**config.mk**
```make
export PLATFORM = sky130hd
export DESIGN_NAME = eight_bit_cpu_alu_with_flags
export DESIGN_NICKNAME = d
export VERILOG_FILES = /design/src/rtl/ebcalu_pkg.sv /design/src/rtl/eight_bit_cpu_alu_with_flags.sv
export VERILOG_INCLUDE_DIRS = /design/src /design/src/rtl
export SDC_FILE = /design/constraint.sdc
export NUM_CORES = 1
export LEC_CHECK = 0
export BUFFER_PORTS_ARGS = -buffer_cell sky130_fd_sc_hd__buf_2
export CAP_MARGIN = 20
export CELL_PAD_IN_SITES_DETAIL_PLACEMENT = 0
export CELL_PAD_IN_SITES_GLOBAL_PLACEMENT = 1
export CORE_UTILIZATION = 45
export DETAILED_ROUTE_END_ITERATION = 7
export GPL_ROUTABILITY_DRIVEN = 0
export PLACE_DENSITY = 0.81
export SLEW_MARGIN = 0
export SYNTH_ARGS = -nofsm -noshare
export SYNTH_HDL_FRONTEND = slang
export SYNTH_SLANG_ARGS = --single-unit
```
**constraint.sdc**
```tcl
create_clock -name clock -period 8.3 [get_ports clock]
set_input_delay 0.415 -clock clock [delete_from_list [all_inputs] [get_ports clock]]
set_output_delay 0.415 -clock clock [all_outputs]
set_load 0.01 [all_outputs]
```
**src/rtl/eight_bit_cpu_alu_with_flags_macros.svh**
```systemverilog
// ----------------------------------------------------------------------------
// ALU assertion macros
// Shared concurrent assertion forms for the 8-bit CPU ALU.
// ----------------------------------------------------------------------------
`ifndef EIGHT_BIT_CPU_ALU_WITH_FLAGS_MACROS_SVH
`define EIGHT_BIT_CPU_ALU_WITH_FLAGS_MACROS_SVH

// antecedent implies consequent in the same cycle
`define ALU_ASSERT_NOW(label, clk, rst, ante, cons) \
   label: assert property (@(posedge clk) disable iff (rst) (ante) |-> (cons)) \
      else $error("alu assertion failed");

// antecedent implies consequent in the next cycle
`define ALU_ASSERT_NEXT(label, clk, rst, ante, cons) \
   label: assert property (@(posedge clk) disable iff (rst) (ante) |=> (cons)) \
      else $error("alu assertion failed");

`endif

```
**src/rtl/ebcalu_pkg.sv**
```systemverilog
// ----------------------------------------------------------------------------
// ALU package
// Operation codes and item types of the 8-bit CPU ALU.
// ----------------------------------------------------------------------------
`default_nettype none

package ebcalu_pkg;

   localparam int unsigned WORD_W   = 16;
   localparam int unsigned BYTE_W   = 8;
   localparam int unsigned NIBBLE_W = 4;

   typedef enum logic [2:0] {
      OP_ADD8     = 3'd0,
      OP_SUB8     = 3'd1,
      OP_ADD16_LO = 3'd2,
      OP_ADD16_HI = 3'd3,
      OP_SHIFT    = 3'd4,
      OP_SRA      = 3'd5,
      OP_ROTATE   = 3'd6,
      OP_ROT_CARRY = 3'd7
   } op_type;

   typedef struct packed {
      op_type              op;
      logic [WORD_W-1:0]   operand_a;
      logic [WORD_W-1:0]   operand_b;
      logic                carry_in;
      logic                direction;
   } req_item_type;

   typedef struct packed {
      logic [WORD_W-1:0]   value;
      logic                flag_zero;
      logic                flag_subtract;
      logic                flag_half_carry;
      logic                flag_carry;
   } rsp_item_type;

endpackage

`default_nettype wire

```
**src/rtl/eight_bit_cpu_alu_with_flags.sv**
```systemverilog
// ----------------------------------------------------------------------------
// 8-bit CPU ALU with flags
// Add, subtract, 16-bit add, shifts and rotates with Z, N, H and C flags.
// A request is registered in the input stage, then its result in the result register once the output is free.
// Throughput: one request per cycle while the result side does not stall, set by the input and result registers.
// Stall on the result side holds both stages and propagates to req_stall.
// Reset clears the two stage valid bits; payload registers are not reset.
// ----------------------------------------------------------------------------
`default_nettype none

`include "eight_bit_cpu_alu_with_flags_macros.svh"

module eight_bit_cpu_alu_with_flags
   import ebcalu_pkg::*;
(
   input  wire logic                clock,
   input  wire logic                reset,
   input  wire logic                req_valid,
   output      logic                req_stall,
   input  wire logic [2:0]          req_type,
   input  wire logic [WORD_W-1:0]   req_operand_a,
   input  wire logic [WORD_W-1:0]   req_operand_b,
   input  wire logic                req_carry_in,
   input  wire logic                req_direction,
   output      logic                rsp_valid,
   input  wire logic                rsp_stall,
   output      logic [WORD_W-1:0]   rsp_value,
   output      logic                rsp_flag_zero,
   output      logic                rsp_flag_subtract,
   output      logic                rsp_flag_half_carry,
   output      logic                rsp_flag_carry
);

   req_item_type req_ff, req_in;
   logic         s1_valid_ff, s1_valid_in;
   rsp_item_type rsp_ff, rsp_in;
   logic         rsp_valid_ff, rsp_valid_in;
   logic         req_accept;
   logic         out_free;
   logic         advance;

   assign out_free   = ~rsp_valid_ff | ~rsp_stall;
   assign advance    = s1_valid_ff & out_free;
   assign req_stall  = s1_valid_ff & ~out_free;
   assign req_accept = req_valid & ~req_stall;

   assign s1_valid_in  = req_accept | (s1_valid_ff & ~advance);
   assign rsp_valid_in = advance | (rsp_valid_ff & rsp_stall);

   always_comb begin
      req_in           = req_ff;
      req_in.op        = op_type'(req_type);
      req_in.operand_a = req_operand_a;
      req_in.operand_b = req_operand_b;
      req_in.carry_in  = req_carry_in;
      req_in.direction = req_direction;
   end

   // operation datapath
   always_comb begin
      logic [BYTE_W-1:0]   a8;
      logic [NIBBLE_W:0]   nib_lo;
      logic [NIBBLE_W:0]   nib_hi;
      logic [BYTE_W:0]     byte_sum;
      logic [NIBBLE_W:0]   mid_nib;
      logic [NIBBLE_W:0]   top_nib;
      logic [WORD_W-1:0]   wide_sum;
      logic [WORD_W-1:0]   value;
      logic                flag_n;
      logic                flag_h;
      logic                flag_c;

      a8       = req_ff.operand_a[BYTE_W-1:0];
      nib_lo   = '0;
      nib_hi   = '0;
      byte_sum = {1'b0, req_ff.operand_a[BYTE_W-1:0]}
               + {1'b0, req_ff.operand_b[BYTE_W-1:0]};
      mid_nib  = {1'b0, req_ff.operand_a[11:8]} + {1'b0, req_ff.operand_b[11:8]}
               + {{NIBBLE_W{1'b0}}, byte_sum[BYTE_W]};
      top_nib  = {1'b0, req_ff.operand_a[15:12]} + {1'b0, req_ff.operand_b[15:12]}
               + {{NIBBLE_W{1'b0}}, mid_nib[NIBBLE_W]};
      wide_sum = req_ff.operand_a + req_ff.operand_b;
      value    = '0;
      flag_n   = 1'b0;
      flag_h   = 1'b0;
      flag_c   = 1'b0;

      case (req_ff.op)
         OP_ADD8: begin
            nib_lo = {1'b0, a8[3:0]} + {1'b0, req_ff.operand_b[3:0]}
                   + {{NIBBLE_W{1'b0}}, req_ff.carry_in};
            nib_hi = {1'b0, a8[7:4]} + {1'b0, req_ff.operand_b[7:4]}
                   + {{NIBBLE_W{1'b0}}, nib_lo[NIBBLE_W]};
            value  = {{BYTE_W{1'b0}}, nib_hi[3:0], nib_lo[3:0]};
            flag_h = nib_lo[NIBBLE_W];
            flag_c = nib_hi[NIBBLE_W];
         end
         OP_SUB8: begin
            nib_lo = {1'b0, a8[3:0]} - {1'b0, req_ff.operand_b[3:0]}
                   - {{NIBBLE_W{1'b0}}, req_ff.carry_in};
            nib_hi = {1'b0, a8[7:4]} - {1'b0, req_ff.operand_b[7:4]}
                   - {{NIBBLE_W{1'b0}}, nib_lo[NIBBLE_W]};
            value  = {{BYTE_W{1'b0}}, nib_hi[3:0], nib_lo[3:0]};
            flag_n = 1'b1;
            flag_h = nib_lo[NIBBLE_W];
            flag_c = nib_hi[NIBBLE_W];
         end
         OP_ADD16_LO: begin
            nib_lo = {1'b0, a8[3:0]} + {1'b0, req_ff.operand_b[3:0]};
            value  = wide_sum;
            flag_h = nib_lo[NIBBLE_W];
            flag_c = byte_sum[BYTE_W];
         end
         OP_ADD16_HI: begin
            value  = wide_sum;
            flag_h = mid_nib[NIBBLE_W];
            flag_c = top_nib[NIBBLE_W];
         end
         OP_SHIFT: begin
            if (req_ff.direction) begin
               value  = {{BYTE_W{1'b0}}, 1'b0, a8[7:1]};
               flag_c = a8[0];
            end else begin
               value  = {{BYTE_W{1'b0}}, a8[6:0], 1'b0};
               flag_c = a8[7];
            end
         end
         OP_SRA: begin
            value  = {{BYTE_W{1'b0}}, a8[7], a8[7:1]};
            flag_c = a8[0];
         end
         OP_ROTATE: begin
            if (req_ff.direction) begin
               value  = {{BYTE_W{1'b0}}, a8[0], a8[7:1]};
               flag_c = a8[0];
            end else begin
               value  = {{BYTE_W{1'b0}}, a8[6:0], a8[7]};
               flag_c = a8[7];
            end
         end
         OP_ROT_CARRY: begin
            if (req_ff.direction) begin
               value  = {{BYTE_W{1'b0}}, req_ff.carry_in, a8[7:1]};
               flag_c = a8[0];
            end else begin
               value  = {{BYTE_W{1'b0}}, a8[6:0], req_ff.carry_in};
               flag_c = a8[7];
            end
         end
         default: begin
            value  = '0;
            flag_c = 1'b0;
         end
      endcase

      rsp_in.value           = value;
      rsp_in.flag_zero       = (value == '0);
      rsp_in.flag_subtract   = flag_n;
      rsp_in.flag_half_carry = flag_h;
      rsp_in.flag_carry      = flag_c;
   end

   always_ff @(posedge clock) begin
      if (reset) begin
         s1_valid_ff  <= 1'b0;
         rsp_valid_ff <= 1'b0;
      end else begin
         s1_valid_ff  <= s1_valid_in;
         rsp_valid_ff <= rsp_valid_in;
      end
   end

   always_ff @(posedge clock) begin
      if (req_accept) begin
         req_ff <= req_in;
      end
      if (advance) begin
         rsp_ff <= rsp_in;
      end
   end

   assign rsp_valid           = rsp_valid_ff;
   assign rsp_value           = rsp_ff.value;
   assign rsp_flag_zero       = rsp_ff.flag_zero;
   assign rsp_flag_subtract   = rsp_ff.flag_subtract;
   assign rsp_flag_half_carry = rsp_ff.flag_half_carry;
   assign rsp_flag_carry      = rsp_ff.flag_carry;

   // held request stays in the input stage
   `ALU_ASSERT_NEXT(a_s1_hold, clock, reset, s1_valid_ff && !advance, s1_valid_ff)

   // a request leaving the input stage shows up as a result
   `ALU_ASSERT_NEXT(a_s1_to_rsp, clock, reset, advance, rsp_valid_ff)

   // only subtraction sets the subtract flag
   `ALU_ASSERT_NEXT(a_sub_only, clock, reset,
      advance && (req_ff.op != OP_SUB8), !rsp_flag_subtract)

   // shifts and rotates never set half carry
   `ALU_ASSERT_NEXT(a_shift_no_h, clock, reset,
      advance && (req_ff.op == OP_SHIFT || req_ff.op == OP_SRA ||
                  req_ff.op == OP_ROTATE || req_ff.op == OP_ROT_CARRY),
      !rsp_flag_half_carry)

   // zero flag agrees with the held result
   `ALU_ASSERT_NOW(a_zero_flag, clock, reset, rsp_valid_ff,
      rsp_flag_zero == (rsp_value == '0))

endmodule

`default_nettype wire

```
==> results by group <==
Routing
  – 1st-pass router iterations: 5
  – # DRC: 0
  – Final WL: 7971 µm
  – Drt wl/cell: around 16 µm
  – Via count: between 2000 and 3000
  – Antenna viol nets, final: 0
  – Post-DR vias/cell: roughly 5.4
  – Iter 0 DRT Violations: 147

Logic synthesis
  – Net Count, Synth: ~400
  – Sequential area share after synthesis: 46.78%
  – Synth top area cells: edfxtp_1 46%, ha_1 10%, fa_1 4.3%
  – Ys flop type: edfxtp_1
  – Top cells by count, synth: 57 x edfxtp_1, 30 x ha_1, 24 x inv_1
  – Synth warn: 0
  – Post-Syn Instances: roughly 330
  – Number of synthesized register bits: slightly below 60
  – Fraction of registers with async set/reset: 0%
  – Leading area contributor after synthesis: edfxtp_1
  – EDFF count, synth: 57
  – Top-count cell post-synth: edfxtp_1
  – Mapped cell area: around 0.0037 mm²
  – Yosys top cell area share: 45.71%
  – Mean Syn Cell Area: 11.52 µm²
  – Synth cell types: 64

Clock tree
  – CTS Hold Bufs: 0
  – Clk sink count: around 60
  – CTS tree: yes
  – Htree depth: 3
  – Worst-Skew Late Latency: 0.34 ns
  – CTS resizes: 0
  – Clock tree buffer depth: 2
  – CTS root buf: clkbuf_8
  – Clock-pin transition on the worst setup and hold timing paths: roughly 0.08 ns
  – Num CTS Buffers: 9
  – # Post-CTS Setup Buffers: 0

STA
  – Clock Skew: 0.01467 ns
  – Post-layout min period: slightly above 5 ns
  – Tcrit/Tclk final: 60.92%
  – Fin. Hold Viols: 0
  – Relative slew slack: 31.21%
  – Max Slew Vio Count: 0
  – Final WS setup: roughly 3.2 ns
  – RSZ-0062 raised after global routing: no
  – Setup Viol. Count Final: 0
  – Setup TNS: 0 ns
  – Max Freq: 0.1978 GHz
  – Least-Margin Pin Slew: just over 1 ns

Pwr
  – PD cells: about 180 mW/mm²
  – Sw frac: 28.99%
  – Internal: roughly 570 µW
  – Peak supply drop: 128.6 µV
  – Sequential power share: 45.3%
  – NetSw: approximately 230 µW
  – Leakage: around 1.8 nW
  – Gate power share: about 23%
  – Clk network pwr share: 31.7%

Layout
  – Nets: 468
  – Syn-to-layout area delta: 16.20%
  – Share of cells above drive strength 1: 23.35%
  – Ant diodes: 0

Status
  – Status: completed

Hold path
  – Worst hold path type: input port to register

Worst setup path
  – Crit Path Max Fanout: 4
  – Critical path data arrival time: 5.21 ns
  – Crit end category: register
  – Required time at the worst-slack endpoint: ~8.5 ns
  – Startpoint types: register
  – WS Path Type: register to register

Place
  – Post-DP HPWL: 6197 µm
  – Port bufs: 62
  – Pre-CTS WS: 3.269 ns

GRT
  – Largest net degree at the start of global routing: 38
  – First-pass GRT wire length: between 10000 and 15000 µm
  – Total GRT Usage: 19.87%
  – Initial antenna violation count: 0
  – Vias in the first global route: ~2500
  – GRT overflow: 0

Job
  – Max_cap viols: 0

Die
  – Die height: 93.23 µm
  – Core box area: roughly 0.008 mm²
  – Die area: ~0.0087 mm²
  – Initial core utilization: 47.48%
  – Die span in x: approximately 93 µm
  – IO Pins: 63
  – Std-Cell Rows: 32
[cells by family after synthesis]
| family | after synthesis | share of synthesized area, % |
|---|---|---|
| and+or+nand+nor | 88 | 12.46 |
| AOI/OAI and AO/OA | 72 | 13.60 |
| DFF | 59 | 46.78 |
| adders and majority gates | 38 | 14.30 |
| buffers and inverters | 35 | 3.842 |
| xor gates and xnor gates | 18 | 4.210 |
| muxes | 15 | 4.811 |
[final timing paths]
check / start / end / slack (ns) / cells past startpoint
setup / recovery: req_ff[1] / rsp_flag_zero / 3.24 / 20
hold / removal: req_operand_b[1] / req_ff[3] / 0.25 / 1
setup reg to reg: req_ff[1] / rsp_flag_zero / 3.24 / 20
hold reg to reg: s1_valid_ff / rsp_valid / 0.48 / 2
[through the flow]
stage / cell area (µm²) / cells / utilization (%) / power [mW] / hold WS [ns]
final: 4352 / 496 / 55.17 / 0.8036 / 0.2479
after global placement: 4144 / 479 / 52.54 / 0.5493 / 0.4531
after global routing: 4352 / 496 / 55.17 / 0.8485 / 0.2289
after detailed placement: 4144 / 479 / 52.54 / 0.5530 / 0.4641
after floorplan: 3745 / 325 / - / 0.5005 / 0.4451
after CTS: 4337 / 495 / 54.98 / 0.8082 / 0.2335
[power by group through the flow]
stage	clock (mW)	combinational (mW)	sequential (mW)
finish	0.255	0.185	0.364
global route	0.276	0.206	0.366
CTS	0.261	0.183	0.364
detailed placement	0	0.182	0.371
global placement	0	0.179	0.370
floorplan	0	0.133	0.368
[metal layers]
metal	vias to the layer above	track usage, %	wire [µm]
met5	-	0	0
met4	0	9.231	178
met3	15	3.821	449
met2	97	29.11	3539
met1	1249	28.37	3804
li1	1338	-	-
[final cells by class]
| class | count | area, µm² |
|---|---|---|
| fill | 701 | 3536 |
| multi-input combinational | 231 | 1861 |
| sequential | 59 | 1752 |
| timing repair buffer | 63 | 325.3 |
| clock buffer | 10 | 127.6 |
| tap | 102 | 127.6 |
| inverter | 25 | 93.84 |
| clock inverter | 6 | 65.06 |
[worst max-delay path: stages (launching register included)]
cell	delay, ns
edfxtp_1	0.40
inv_1	0.08
fa_1	0.49
fa_1	0.43
nand2b_1	0.16
a21oi_1	0.18
xnor2_1	0.15
inv_1	0.08
fa_1	0.51
inv_1	0.05
ha_1	0.16
or2_2	0.32
fa_1	0.38
nand2b_1	0.08
a31oi_1	0.07
nor2_1	0.12
a31o_2	0.13
a211oi_1	0.05
a211o_1	0.33
or4_1	0.54
nor4_2	0.16
[cells in the final DEF (no fill, tap or decap), types with 12 or more instances in the layout]
cell type  netlist  final
a21oi_1         16     16
buf_2            4     62
edfxtp_1        57     57
ha_1            30     30
inv_1           24     24
mux2i_1         12     12
nand2_1         18     18
nor2_1          23     23
o21ai_0         12     12
xnor2_1         14     14
[flip-flops by register name (all words and copies together) (netlist names)]
register,flops
s1_valid_ff,1
rsp_flag_zero,1
rsp_flag_subtract,1
rsp_value,16
rsp_flag_half_carry,1
req_ff,37
rsp_valid,1
rsp_flag_carry,1
(Power assumes the default switching activity.)
